===== config.mk =====
export PLATFORM = sky130hd
export DESIGN_NAME = utf8_string_slicer_flat
export DESIGN_NICKNAME = d
export VERILOG_FILES = /design/src/rtl/u8sl_pkg.sv /design/src/rtl/u8sl_stream_if.sv /design/src/rtl/utf8_string_slicer.sv /design/src/flat_wrapper.sv
export SDC_FILE = /design/constraint.sdc
export NUM_CORES = 2
export LEC_CHECK = 0
export ABC_AREA = 1
export BUFFER_PORTS_ARGS = -buffer_cell sky130_fd_sc_hd__buf_2
export CAP_MARGIN = 40
export CORE_MARGIN = 2
export CORE_UTILIZATION = 68
export DETAILED_ROUTE_END_ITERATION = 7
export PLACE_DENSITY = 0.83
export SLEW_MARGIN = 20
export SYNTH_ARGS = -nofsm -noshare
export SYNTH_HDL_FRONTEND = slang
export SYNTH_SLANG_ARGS = --single-unit
export TNS_END_PERCENT = 50

===== constraint.sdc =====
create_clock -name clk_i -period 26.8 [get_ports clk_i]
set_input_delay 2.68 -clock clk_i [delete_from_list [all_inputs] [get_ports clk_i]]
set_output_delay 2.68 -clock clk_i [all_outputs]
set_load 0.1 [all_outputs]

===== src/rtl/u8sl_pkg.sv =====
// shared types and constants of the utf-8 string slicer
`timescale 1ns / 1ps
`default_nettype none
package u8sl_pkg;

  // cap on byte items per string result
  localparam int unsigned OUT_CAP = 64;
  localparam int unsigned EW      = $clog2(OUT_CAP + 1);
  // signed width for index arithmetic, holds any 32-bit index plus a length
  localparam int unsigned IW      = 34;

  localparam logic [7:0] ASCII_LIMIT = 8'h80;
  localparam logic [7:0] MASK3      = 8'hE0;
  localparam logic [7:0] LEAD2      = 8'hC0;
  localparam logic [7:0] MASK4      = 8'hF0;
  localparam logic [7:0] LEAD3      = 8'hE0;
  localparam logic [7:0] CONT_MASK  = 8'hC0;
  localparam logic [7:0] CONT_CODE  = 8'h80;

  typedef enum logic [1:0] {
    STAT_OK       = 2'd0,
    STAT_MISSING  = 2'd1,
    STAT_TOO_LONG = 2'd2
  } status_e;

  typedef struct packed {
    logic [7:0]         data_byte;
    logic               is_last;
    logic               is_empty;
    logic               source_valid;
    logic signed [31:0] start_index;
    logic               start_given;
    logic signed [31:0] stop_index;
    logic               stop_given;
    logic signed [31:0] step_size;
    logic               step_given;
  } in_item_t;

  typedef struct packed {
    logic [7:0] out_byte;
    logic       out_last;
    logic       out_none;
    status_e    status;
  } out_item_t;

  // character length from the lead byte alone
  function automatic logic [2:0] char_len(input logic [7:0] c);
    logic [2:0] r;
    if (c < ASCII_LIMIT) r = 3'd1;
    else if ((c & MASK3) == LEAD2) r = 3'd2;
    else if ((c & MASK4) == LEAD3) r = 3'd3;
    else r = 3'd4;
    return r;
  endfunction

endpackage
`default_nettype wire


===== src/rtl/u8sl_stream_if.sv =====
// valid/ready stream channel carrying one item
`timescale 1ns / 1ps
`default_nettype none
interface u8sl_stream_if #(
  parameter type T = logic
) ();
  logic valid;
  logic ready;
  T     data;

  modport source (output valid, output data, input ready);
  modport sink   (input valid, input data, output ready);
endinterface
`default_nettype wire


===== src/rtl/utf8_string_slicer.sv =====
// top level: python-style character slicing of one utf-8 string
//
// usage: bytes of a string arrive on in_i, one item per byte, one per cycle
// while in_i.ready is high. the item that ends the string (is_last or
// is_empty) also carries start, stop and step with their given flags.
// in_i.ready then drops while the slice runs; the result leaves on out_o as
// one item per selected byte, the final one with out_last set. an empty
// selection, a missing result or a too-long string gives one item with
// out_none set and the matching status.
// steps: after the last byte the sequencer reads the buffer once per
// character to count the characters, then once per character walked
// forward or per byte walked backward, and once per emitted byte; each
// read is followed by a wait state, as the byte buffer has a single
// registered read port. the result ends with a flush.
// reset: buffer contents stay undefined, count and overflow clear, no
// clearing pass. a stalled receiver holds the output register and the
// sequencer waits on its one-byte hold stage, so nothing is lost.
`timescale 1ns / 1ps
`default_nettype none
module utf8_string_slicer #(
  parameter int unsigned MAX_BYTES = 64
) (
  input  wire logic        clk_i,
  input  wire logic        rst_ni,
  u8sl_stream_if.sink      in_i,
  u8sl_stream_if.source    out_o
);

  localparam int unsigned AW = (MAX_BYTES > 1) ? $clog2(MAX_BYTES) : 1;
  localparam int unsigned CW = $clog2(MAX_BYTES + 1);
  localparam int unsigned IW = u8sl_pkg::IW;
  localparam int unsigned EW = u8sl_pkg::EW;

  typedef enum logic [12:0] {
    S_LOAD   = 13'b0000000000001,
    S_DECIDE = 13'b0000000000010,
    S_LEN_RD = 13'b0000000000100,
    S_LEN_WT = 13'b0000000001000,
    S_SETUP  = 13'b0000000010000,
    S_FWD_RD = 13'b0000000100000,
    S_FWD_WT = 13'b0000001000000,
    S_CHK    = 13'b0000010000000,
    S_EM_RD  = 13'b0000100000000,
    S_EM_WT  = 13'b0001000000000,
    S_BK_RD  = 13'b0010000000000,
    S_BK_WT  = 13'b0100000000000,
    S_FINISH = 13'b1000000000000
  } state_e;

  // byte buffer
  logic [7:0] mem_q [MAX_BYTES];
  logic [7:0] rdata_q;
  logic       rd_en, wr_en;
  logic [AW-1:0] rd_addr;

  state_e st_q, st_d;
  logic [CW-1:0] count_q, count_d;
  logic          ovf_q, ovf_d;

  // latched slice arguments
  logic                 src_q, src_d;
  logic                 sg_q, sg_d, pg_q, pg_d, tg_q, tg_d;
  logic signed [31:0]   start_q, start_d, stop_in_q, stop_in_d, step_in_q, step_in_d;

  // walk state
  logic [CW-1:0]        len_q, len_d, p_q, p_d, e_q, e_d, q_q, q_d, c_q, c_d;
  logic [31:0]          k_q, k_d;
  logic signed [IW-1:0] idx_q, idx_d, stop_q, stop_d;
  logic                 inf_q, inf_d, fwd_q, fwd_d, need_q_q, need_q_d;
  logic                 first_q, first_d, bskip_q, bskip_d;
  u8sl_pkg::status_e    fin_q, fin_d;

  // hold stage and output register
  logic                 hold_vld_q, hold_vld_d;
  logic [7:0]           hold_q, hold_d;
  logic [EW-1:0]        emitted_q, emitted_d;
  logic                 out_vld_q, out_vld_d;
  u8sl_pkg::out_item_t  out_item_q, out_item_d;
  logic                 push, out_free;
  u8sl_pkg::out_item_t  push_item;

  // combinational helpers
  logic signed [IW-1:0] step_s, start_s, stopx_s, len_s, st_v, kk_v;
  logic signed [IW-1:0] fskip_v, bskip_v;
  logic [2:0]           cl;
  logic [CW:0]          adv_sum;
  logic [CW-1:0]        adv_p, e_adv, qv;
  logic [CW:0]          e_sum;
  logic                 bk_done;

  assign out_free    = !out_vld_q || out_o.ready;
  assign out_o.valid = out_vld_q;
  assign out_o.data  = out_item_q;
  assign in_i.ready  = (st_q == S_LOAD);

  assign step_s  = tg_q ? IW'(step_in_q) : IW'(1);
  assign start_s = IW'(start_q);
  assign stopx_s = IW'(stop_in_q);
  assign len_s   = signed'({{(IW-CW){1'b0}}, len_q});
  assign fskip_v = step_s - IW'(1);
  assign bskip_v = -step_s - IW'(1);
  assign cl      = u8sl_pkg::char_len(rdata_q);

  // one character forward from p, clamped at the end of the string
  assign adv_sum = {1'b0, p_q} + {{(CW-2){1'b0}}, cl};
  assign adv_p   = (adv_sum >= {1'b0, count_q}) ? count_q : adv_sum[CW-1:0];
  // same from the emit pointer, for the lead byte of a forward character
  assign e_sum   = {1'b0, e_q} + {{(CW-2){1'b0}}, cl};
  assign qv      = !need_q_q ? q_q :
                   (e_sum >= {1'b0, count_q}) ? count_q : e_sum[CW-1:0];
  assign e_adv   = e_q + 1'b1;

  // back walk stops at an ascii byte first, else at a non-continuation or byte 0
  assign bk_done = (first_q && !rdata_q[7]) ||
                   !((c_q != '0) && ((rdata_q & u8sl_pkg::CONT_MASK) == u8sl_pkg::CONT_CODE));

  always_comb begin
    st_d = st_q; count_d = count_q; ovf_d = ovf_q;
    src_d = src_q; sg_d = sg_q; pg_d = pg_q; tg_d = tg_q;
    start_d = start_q; stop_in_d = stop_in_q; step_in_d = step_in_q;
    len_d = len_q; p_d = p_q; e_d = e_q; q_d = q_q; c_d = c_q; k_d = k_q;
    idx_d = idx_q; stop_d = stop_q; inf_d = inf_q; fwd_d = fwd_q;
    need_q_d = need_q_q; first_d = first_q; bskip_d = bskip_q; fin_d = fin_q;
    hold_vld_d = hold_vld_q; hold_d = hold_q; emitted_d = emitted_q;
    rd_en = 1'b0; rd_addr = '0; wr_en = 1'b0;
    push = 1'b0; push_item = '0;
    st_v = '0; kk_v = '0;
    case (st_q)
      S_LOAD: begin
        if (in_i.valid) begin
          if (!in_i.data.is_empty) begin
            if (count_q < CW'(MAX_BYTES)) begin
              wr_en   = 1'b1;
              count_d = count_q + 1'b1;
            end else begin
              ovf_d = 1'b1;
            end
          end
          if (in_i.data.is_empty || in_i.data.is_last) begin
            src_d     = in_i.data.source_valid;
            sg_d      = in_i.data.start_given;
            pg_d      = in_i.data.stop_given;
            tg_d      = in_i.data.step_given;
            start_d   = in_i.data.start_index;
            stop_in_d = in_i.data.stop_index;
            step_in_d = in_i.data.step_size;
            st_d      = S_DECIDE;
          end
        end
      end
      S_DECIDE: begin
        hold_vld_d = 1'b0;
        emitted_d  = '0;
        fin_d      = u8sl_pkg::STAT_OK;
        p_d        = '0;
        len_d      = '0;
        if (!src_q) begin
          fin_d = u8sl_pkg::STAT_MISSING;
          st_d  = S_FINISH;
        end else if (ovf_q) begin
          fin_d = u8sl_pkg::STAT_TOO_LONG;
          st_d  = S_FINISH;
        end else if (count_q == '0) begin
          st_d = S_FINISH;
        end else if (step_s == '0) begin
          fin_d = u8sl_pkg::STAT_MISSING;
          st_d  = S_FINISH;
        end else begin
          st_d = S_LEN_RD;
        end
      end
      S_LEN_RD: begin
        rd_en   = 1'b1;
        rd_addr = p_q[AW-1:0];
        st_d    = S_LEN_WT;
      end
      S_LEN_WT: begin
        len_d = len_q + 1'b1;
        p_d   = adv_p;
        st_d  = (adv_p >= count_q) ? S_SETUP : S_LEN_RD;
      end
      S_SETUP: begin
        p_d   = '0;
        fwd_d = (step_s > 0);
        if (step_s > 0) begin
          st_v = sg_q ? start_s : '0;
          if (st_v < 0) st_v = st_v + len_s;
          if (st_v < 0) st_v = '0;
          idx_d  = st_v;
          k_d    = st_v[31:0];
          inf_d  = !pg_q;
          stop_d = (stopx_s < 0) ? stopx_s + len_s : stopx_s;
        end else begin
          if (!sg_q) st_v = len_s - IW'(1);
          else if (start_s < 0) st_v = start_s + len_s;
          else if (start_s >= len_s) st_v = len_s - IW'(1);
          else st_v = start_s;
          idx_d  = st_v;
          inf_d  = 1'b0;
          stop_d = !pg_q ? -IW'(1) : (stopx_s < 0) ? stopx_s + len_s : stopx_s;
          kk_v   = st_v + IW'(1);
          k_d    = (kk_v > 0) ? kk_v[31:0] : '0;
        end
        st_d = S_FWD_RD;
      end
      S_FWD_RD: begin
        if ((k_q == '0) || (p_q >= count_q)) begin
          st_d = S_CHK;
        end else begin
          rd_en   = 1'b1;
          rd_addr = p_q[AW-1:0];
          st_d    = S_FWD_WT;
        end
      end
      S_FWD_WT: begin
        p_d  = adv_p;
        k_d  = k_q - 1'b1;
        st_d = S_FWD_RD;
      end
      S_CHK: begin
        if (fwd_q) begin
          if ((inf_q || (idx_q < stop_q)) && (p_q < count_q)) begin
            e_d      = p_q;
            need_q_d = 1'b1;
            st_d     = S_EM_RD;
          end else begin
            st_d = S_FINISH;
          end
        end else begin
          if ((idx_q > stop_q) && (p_q != '0)) begin
            q_d      = p_q;
            bskip_d  = 1'b0;
            first_d  = 1'b1;
            st_d     = S_BK_RD;
          end else begin
            st_d = S_FINISH;
          end
        end
      end
      S_EM_RD: begin
        rd_en   = 1'b1;
        rd_addr = e_q[AW-1:0];
        st_d    = S_EM_WT;
      end
      S_EM_WT: begin
        if (!hold_vld_q || out_free) begin
          if (hold_vld_q) begin
            push      = 1'b1;
            push_item = '{out_byte: hold_q, out_last: 1'b0, out_none: 1'b0,
                          status: u8sl_pkg::STAT_OK};
          end
          hold_d     = rdata_q;
          hold_vld_d = 1'b1;
          emitted_d  = emitted_q + 1'b1;
          e_d        = e_adv;
          q_d        = qv;
          need_q_d   = 1'b0;
          if ((emitted_q + 1'b1) == EW'(u8sl_pkg::OUT_CAP)) begin
            st_d = S_FINISH;
          end else if (e_adv >= qv) begin
            if (fwd_q) begin
              p_d   = qv;
              idx_d = idx_q + step_s;
              k_d   = fskip_v[31:0];
              st_d  = S_FWD_RD;
            end else begin
              k_d     = bskip_v[31:0];
              bskip_d = 1'b1;
              first_d = 1'b1;
              st_d    = S_BK_RD;
            end
          end else begin
            st_d = S_EM_RD;
          end
        end
      end
      S_BK_RD: begin
        if (bskip_q && first_q && !((k_q != '0) && (idx_q > stop_q) && (p_q != '0))) begin
          st_d = S_CHK;
        end else begin
          c_d     = first_q ? (p_q - 1'b1) : c_q;
          rd_en   = 1'b1;
          rd_addr = c_d[AW-1:0];
          st_d    = S_BK_WT;
        end
      end
      S_BK_WT: begin
        if (!bk_done) begin
          c_d     = c_q - 1'b1;
          first_d = 1'b0;
          st_d    = S_BK_RD;
        end else begin
          p_d     = c_q;
          idx_d   = idx_q - IW'(1);
          first_d = 1'b1;
          if (bskip_q) begin
            k_d  = k_q - 1'b1;
            st_d = S_BK_RD;
          end else begin
            e_d      = c_q;
            need_q_d = 1'b0;
            st_d     = S_EM_RD;
          end
        end
      end
      S_FINISH: begin
        if (out_free) begin
          push = 1'b1;
          if (hold_vld_q) begin
            push_item = '{out_byte: hold_q, out_last: 1'b1, out_none: 1'b0,
                          status: u8sl_pkg::STAT_OK};
          end else begin
            push_item = '{out_byte: 8'd0, out_last: 1'b1, out_none: 1'b1,
                          status: fin_q};
          end
          hold_vld_d = 1'b0;
          count_d    = '0;
          ovf_d      = 1'b0;
          st_d       = S_LOAD;
        end
      end
      default: st_d = S_LOAD;
    endcase
  end

  assign out_vld_d  = push ? 1'b1 : (out_o.ready ? 1'b0 : out_vld_q);
  assign out_item_d = push ? push_item : out_item_q;

  // buffer: one write port, one registered read port
  always_ff @(posedge clk_i) begin
    if (wr_en) mem_q[count_q[AW-1:0]] <= in_i.data.data_byte;
    if (rd_en) rdata_q <= mem_q[rd_addr];
  end

  always_ff @(posedge clk_i or negedge rst_ni) begin
    if (!rst_ni) begin
      st_q       <= S_LOAD;
      count_q    <= '0;
      ovf_q      <= 1'b0;
      hold_vld_q <= 1'b0;
      out_vld_q  <= 1'b0;
      emitted_q  <= '0;
    end else begin
      st_q       <= st_d;
      count_q    <= count_d;
      ovf_q      <= ovf_d;
      hold_vld_q <= hold_vld_d;
      out_vld_q  <= out_vld_d;
      emitted_q  <= emitted_d;
    end
  end

  // payload and walk registers
  always_ff @(posedge clk_i) begin
    src_q <= src_d; sg_q <= sg_d; pg_q <= pg_d; tg_q <= tg_d;
    start_q <= start_d; stop_in_q <= stop_in_d; step_in_q <= step_in_d;
    len_q <= len_d; p_q <= p_d; e_q <= e_d; q_q <= q_d; c_q <= c_d; k_q <= k_d;
    idx_q <= idx_d; stop_q <= stop_d; inf_q <= inf_d; fwd_q <= fwd_d;
    need_q_q <= need_q_d; first_q <= first_d; bskip_q <= bskip_d; fin_q <= fin_d;
    hold_q <= hold_d; out_item_q <= out_item_d;
  end

  // fill level never passes the buffer depth
  a_count_range: assert property (@(posedge clk_i) disable iff (!rst_ni)
    count_q <= CW'(MAX_BYTES))
    else $error("byte count beyond buffer depth");

  // emit reads stay inside the loaded string
  a_emit_addr: assert property (@(posedge clk_i) disable iff (!rst_ni)
    (st_q == S_EM_RD) |-> (e_q < count_q))
    else $error("emit read past end of string");

  // a held byte always counts as emitted
  a_hold_count: assert property (@(posedge clk_i) disable iff (!rst_ni)
    hold_vld_q |-> (emitted_q != '0))
    else $error("hold stage valid with no emitted byte");

  // a new output item is never loaded over one still waiting
  a_no_overwrite: assert property (@(posedge clk_i) disable iff (!rst_ni)
    (out_vld_q && !out_o.ready) |=> (out_vld_q && $stable(out_item_q)))
    else $error("output item lost under stall");

endmodule
`default_nettype wire


===== src/flat_wrapper.sv =====
// flat-port wrapper written by rule: the top's interface ports become plain ports
module utf8_string_slicer_flat 
#(
  parameter int unsigned MAX_BYTES = 64
)
  (clk_i, rst_ni, in_i_valid, in_i_data, in_i_ready, out_o_valid, out_o_data, out_o_ready);
  u8sl_stream_if #(.T(u8sl_pkg::in_item_t)) in_i_i ();
  u8sl_stream_if #(.T(u8sl_pkg::out_item_t)) out_o_i ();
  input  wire logic clk_i;
  input  wire logic rst_ni;
  input wire logic [$bits(in_i_i.valid)-1:0] in_i_valid;
  input wire logic [$bits(in_i_i.data)-1:0] in_i_data;
  output wire logic [$bits(in_i_i.ready)-1:0] in_i_ready;
  output wire logic [$bits(out_o_i.valid)-1:0] out_o_valid;
  output wire logic [$bits(out_o_i.data)-1:0] out_o_data;
  input wire logic [$bits(out_o_i.ready)-1:0] out_o_ready;
  assign in_i_i.valid = in_i_valid;
  assign in_i_i.data = in_i_data;
  assign in_i_ready = in_i_i.ready;
  assign out_o_valid = out_o_i.valid;
  assign out_o_data = out_o_i.data;
  assign out_o_i.ready = out_o_ready;
  utf8_string_slicer #(.MAX_BYTES(MAX_BYTES)) u_core (.clk_i(clk_i), .rst_ni(rst_ni), .in_i(in_i_i), .out_o(out_o_i));
endmodule

### Yosys cells after proc, flatten, opt, wreduce, memory -nomap -nowiden

Memories as Yosys holds them, arrays and structs flattened. A register that Yosys moved wholly into a read port is not among the register bits.
Cells that the tools add are included.

| operators by class | value |
|---|---|
| reduce and logical (&&, ||, !) cells | 57 |
| add/sub/neg operators | 19 |
| mux-type cells | 134 |
| bitwise operators | 0 |
| shifts and indexed selects | 0 |
| order comparisons | 17 |
| multiply operators | 0 |
| divide/modulo/power cells | 0 |
| equal/unequal tests | 38 |

Operator list:

| kind | number |
|---|---|
| two-way mux 34 bit | 20 |
| two-way mux 32 bit | 8 |
| two-way mux 13 bit | 13 |
| two-way mux 7 bit | 24 |
| one-hot mux 13 bit (12 select lines) | 1 |
| one-hot mux 32 bit (4 select lines) | 1 |
| one-hot mux 34 bit (3 select lines) | 1 |
| one-hot mux 7 bit (2 select lines) | 5 |
| > comparator 34 x 1 -> 1 bit (second input constant) | 2 |
| less-than comparator 34 x 1 -> 1 bit (second input constant) | 2 |
| adder 32 x 8 -> 33 bit | 2 |
| less-than comparator 32 x 1 -> 1 bit (second input constant) | 2 |
| subtractor 32 x 2 -> 32 bit (second input constant) | 2 |
| two-way mux 12 bit | 5 |
| adder 34 x 2 -> 34 bit (second input constant) | 1 |
| adder 34 bit | 1 |
| adder 34 x 8 -> 34 bit | 1 |
| > comparator 34 bit | 1 |
| logical NOT 34 bit | 1 |
| less-than comparator 34 bit | 1 |
| subtractor 34 x 2 -> 34 bit (second input constant) | 1 |
| two-way mux 1 bit | 33 |
| two-way mux 11 bit | 3 |
| greater-or-equal comparator 32 x 8 -> 1 bit | 1 |
| 58 further kinds | 133 |

| storage, ports and cells | value |
|---|---|
| output and inout port bits | 14 |
| memories kept | 1 |
| register bits | 292 |
| input bits | 114 |
| ROM bits | 0 |
| memory bits (writable) | 512 |
| word-level logic and storage cells | 299 |
| latch bits | 0 |

Memory list:

| name | words | bits a word | rd ports | clocked after memory_dff | write ports | RTL line | text |
|---|---|---|---|---|---|---|---|
| u_core.mem_q | 64 | 8 | 1 | 1 | 1 | utf8_string_slicer.sv:51 | `logic [7:0] mem_q [MAX_BYTES];` |

### Logic depth before layout (Yosys ltp)

| logic depth | value |
|---|---|
| depth in word-level cells | 13 |
| depth in mapped cells | 32 |
| gate-level depth less buffers | 30 |

### Worst setup path before layout

No wires, ideal clock.

| path | value |
|---|---|
| kind | input-to-reg |
| start | input in_i_data[100] |
| end | register u_core.pg_q (enable) |
| stages on the path | 2 |
| arrival time | 9.664 ns |
| required time | 26.119 ns |
| path slack | 16.455 ns |
| cells stage by stage | o21ai_0 -> nor3_1 |

| between the ends | value |
|---|---|
| cells in the longest elaborated chain, start to end | 2 |

Ends and longest elaborated chain:

| element | RTL line | text |
|---|---|---|
| start: declaration | flat_wrapper.sv:12 | `input wire logic [$bits(in_i_i.data)-1:0] in_i_data;` |
| logical OR 1 bit | utf8_string_slicer.sv:139 | `if (in_i.data.is_empty \|\| in_i.data.is_last) begin` |
| AND reduction 3 bit (no source line) | -- |  |
| end signal: assignment | utf8_string_slicer.sv:355 | `src_q <= src_d; sg_q <= sg_d; pg_q <= pg_d; tg_q <= tg_d;` |
| end: declaration | utf8_string_slicer.sv:62 | `logic sg_q, sg_d, pg_q, pg_d, tg_q, tg_d;` |

No other way between the ends.
A chain may end at the register's enable or synchronous reset.

### Worst setup path in the final report

| path | value |
|---|---|
| start | register u_core.tg_q |
| end | register u_core.idx_q[25], data pin |

| between the ends | value |
|---|---|
| cells in the longest elaborated chain, start to end | 7 |
| elaborated cells on any way between the ends | 9 |
| those cells by class | add/sub: 1; order compare: 1; mux: 7 |

Ends and longest elaborated chain:

| element | RTL line | text |
|---|---|---|
| start: declaration | utf8_string_slicer.sv:62 |  |
| start signal: assignment | utf8_string_slicer.sv:355 |  |
| two-way mux 34 bit * | utf8_string_slicer.sv:96 | `assign step_s = tg_q ? IW'(step_in_q) : IW'(1);` |
| adder 34 bit | utf8_string_slicer.sv:263 | `idx_d = idx_q + step_s;` |
| two-way mux 34 bit | utf8_string_slicer.sv:261 | `if (fwd_q) begin` |
| two-way mux 34 bit | utf8_string_slicer.sv:260 | `end else if (e_adv >= qv) begin` |
| two-way mux 34 bit | utf8_string_slicer.sv:258 | `if ((emitted_q + 1'b1) == EW'(u8sl_pkg::OUT_CAP)) begin` |
| two-way mux 34 bit | utf8_string_slicer.sv:246 | `if (!hold_vld_q \|\| out_free) begin` |
| one-hot mux 34 bit (3 select lines) * | utf8_string_slicer.sv:128 | `case (st_q)` |
| net u_core.idx_d[25] | utf8_string_slicer.sv:68 | `logic signed [IW-1:0] idx_q, idx_d, stop_q, stop_d;` |
| end signal: assignment | utf8_string_slicer.sv:358 | `idx_q <= idx_d; stop_q <= stop_d; inf_q <= inf_d; fwd_q <= fwd_d;` |
| end: declaration | utf8_string_slicer.sv:68 |  |

The timed path passes the listed nets; every way through them passes the cells marked *. The select of a mux whose other input is x is not followed.

==> flow_summary.ini <==
[routing]
vias_per_cell = 6.296
wl_per_cell_um = 22.66
drtAntennaViolNets = 0
drc = 0
vias = 39545
first_iter_violations = 6444
drt-total-wl_um = 142300
firstDrtPassIters = 7

[timing]
finalCriticalPeriod_ns = 6.091
max_slew_margin_pct = 35.26
worst_slew_pin_slew_ns = 0.9684
final_max_slew_viol_count = 0
hold_viol_final = 0
fin_skew_ns = 0.04780
fin_tns_setup_ns = 0
max_freq_ghz = 0.1642
finalCritPeriodShare_pct = 22.73
setup_violations = 0
rsz0062_at_grt = no

[worst_setup_path]
reg2reg_slack_ns = 20.71
r2r_cells = 26
end_kind = flop
worst-path-max-fanout = 35
start_kind = flop
worstPathRequired_ns = 27.18
r2r-start = u_core.tg_q
r2r_end = u_core.idx_q[25]
path_class = reg2reg
crit_start = u_core.tg_q
arrival_ns = 6.47

[synth]
synthArstFlopShare_pct = 3.699
ys_types = 65
synth_edf_count = 781
synthTopCellsByArea = edfxtp_1, nand2_1, nand3_1
ys_seq_area_share_pct = 52.09
yosysTopAreaCell = edfxtp_1
syn_nets = 5507
syn-instance-count = 5240
avgSynthCellArea_sq_um = 8.868
synth_top_flop_cell = edfxtp_1
synth_area_sq_mm = 0.04647
ys_warn_count = 0
yosys.area.top_type_share_pct = 50.47
synth_seq_cells = 811

[final_layout]
layout_common_cells = nand2_1, edfxtp_1, inv_1
multi_input_area_sq_mm = 0.01839
antenna_cells = 0
area.sequential_sq_mm = 0.02420
fillCellCount = 4683
utilization_pct = 75.48
final_common_cell = nand2_1
syn_to_final_growth_pct = 9.470
nets = 5609
drive_gt1_share_pct = 7.988

[die]
coreArea_sq_mm = 0.06740
die_w_um = 265.4
pin_count = 128
die_h_um = 265.4
core.rowCount = 95
die_area_sq_mm = 0.07044
start_util_pct = 68.95

[global_route]
antenna_found_initial = 1
grt_pass1_vias = 36753
grt_pass1_wl_um = 215000
grtUsageTotal_pct = 40.02
grt_max_degree = 137
grt_overflow = 0

[cts]
cts.repair.resized = 0
cts_tree = built
cts-root-buf = clkbuf_16
clock-sinks = 811
cts_hold_buf = 0
clock_path_buffers = 3
cts_setup_buffers = 0
clk_pin_slew_ns = 0.06
cts_made_buffers = 84
htree_levels = 3
insertion_delay_ns = 0.66

[worst_hold_path]
whs_endpoint = u_core.hold_q[5]
min_path_type = reg2reg
min_from = u_core.rdata_q[5]
hold_depth = 0

[power]
ir_drop_uv = 62.06
leakage_nw = 21.48
p_per_area_mw_per_mm2 = 66.98

[placement]
gp_congestion = 1.059
detailed_place_hpwl_um = 97980
numPortBuffers = 127

[job]
cap_violations = 0

[outcome]
outcome = complete, no violations
[cell families (layout without fill, tap and decap cells)]
kind of cell,Yosys count,after routing,synth area share (%)
and+or+nand+nor,2632,2632,26.03
buffers and inverters,974,1142,8.487
DFF,811,811,52.09
AOI/OAI and AO/OA,548,548,6.877
adders and majority gates,153,153,4.217
xor gates and xnor gates,122,122,2.300
[routing by layer]
metal  share of wire, %  track usage [%]  vias to the layer above
met5              0.012                0                        -
met4                3.4            13.02                        2
met3                 15            10.86                      370
met2                 43            59.40                     2884
met1                 39            57.52                    18387
li1                   -                -                    17902
[synth_stat cells, types with 16 or more instances]
| master | count |
|---|---|
| nand3_2 | 20 |
| nor4_1 | 24 |
| a31oi_1 | 19 |
| o211ai_1 | 26 |
| dfrtp_1 | 29 |
| nand3_1 | 675 |
| or2_2 | 18 |
| o21ai_0 | 178 |
| edfxtp_1 | 781 |
| buf_6 | 20 |
| xnor2_1 | 24 |
| buf_1 | 17 |
| a21oi_1 | 202 |
| nand2_1 | 1097 |
| nand2_2 | 16 |
| xor2_1 | 98 |
| buf_2 | 62 |
| nand3b_1 | 180 |
| nor3_1 | 70 |
| ha_1 | 147 |
| nor2_1 | 437 |
| clkbuf_1 | 70 |
| inv_1 | 768 |
| nand4_1 | 52 |
| o22ai_1 | 20 |
[how the worst max path moves through the flow]
stage               depth (start not counted)          endpoint  slack (ns)
floorplan                                   2       u_core.pg_q       16.46
global placement                           25  u_core.idx_q[16]       20.68
detailed placement                         26  u_core.idx_q[16]       21.02
CTS                                        26  u_core.idx_q[16]       20.91
global route                               26  u_core.idx_q[25]       20.31
finish                                     26  u_core.idx_q[25]       20.71
[final cells by class]
| class | instances | share of cell area [%] |
|---|---|---|
| Clock buffer | 102 | 4.346 |
| Clock inverter | 50 | 1.296 |
| Inverter | 792 | 5.866 |
| Multi-Input combinational cell | 3455 | 36.14 |
| Sequential cell | 811 | 47.58 |
| Tap cell | 873 | 2.147 |
| Timing Repair Buffer | 198 | 2.617 |
[where the power goes]
group / internal (mW) / leakage (nW) / total (mW) / switching (mW)
registers: 1.45 / 7.46 / 1.51 / 0.0535
logic: 0.189 / 12.6 / 0.681 / 0.492
clock network: 0.709 / 1.39 / 1.22 / 0.509
[flip-flops by register name, indices dropped and copies added (netlist names), 8 cells and up]
signal and cells:
u_core.hold_q 8, u_core.idx_q 34, u_core.k_q 32, u_core.mem_q 512, u_core.out_o.data 12, u_core.rdata_q 8
u_core.st_q 13, u_core.start_q 32, u_core.step_in_q 32, u_core.stop_in_q 32, u_core.stop_q 33
[through the flow]
stage          total power [mW]  area (sq um)  setup WS [ns]  hold WS (ns)  instances
4_1_cts                   3.378         50730          20.91        0.4823       6266
6_report                  3.407         50870          20.71        0.4827       6281
2_1_floorplan             1.956         46470          16.46        0.4003       5240
3_3_place_gp              2.160         47620          20.68        0.4626       6101
5_1_grt                   3.514         50870          20.31        0.5034       6281
3_5_place_dp              2.176         47860          21.02        0.4681       6114
[critical path, stage by stage (launching register included)]
cell and delay (ns):
edfxtp_1 0.61, buf_16 0.21, inv_1 0.05, nor2_1 0.36, ha_1 0.27, nand3_1 0.11, nor2_1 0.26, inv_1 0.12
nor4_2 0.36, nand4_1 0.22, nor2_1 0.20, inv_1 0.07, nor2_1 0.08, nand2_1 0.10, nor3_1 0.25, nand3_1 0.16
nor3_1 0.24, inv_1 0.08, ha_1 0.19, buf_4 0.27, inv_1 0.12, nor2_1 0.19, buf_4 0.24, inv_1 0.18
nor2_1 0.15, o21ai_0 0.55, nand2_1 0.12
No activity file was read; power rests on OpenSTA's default activity.
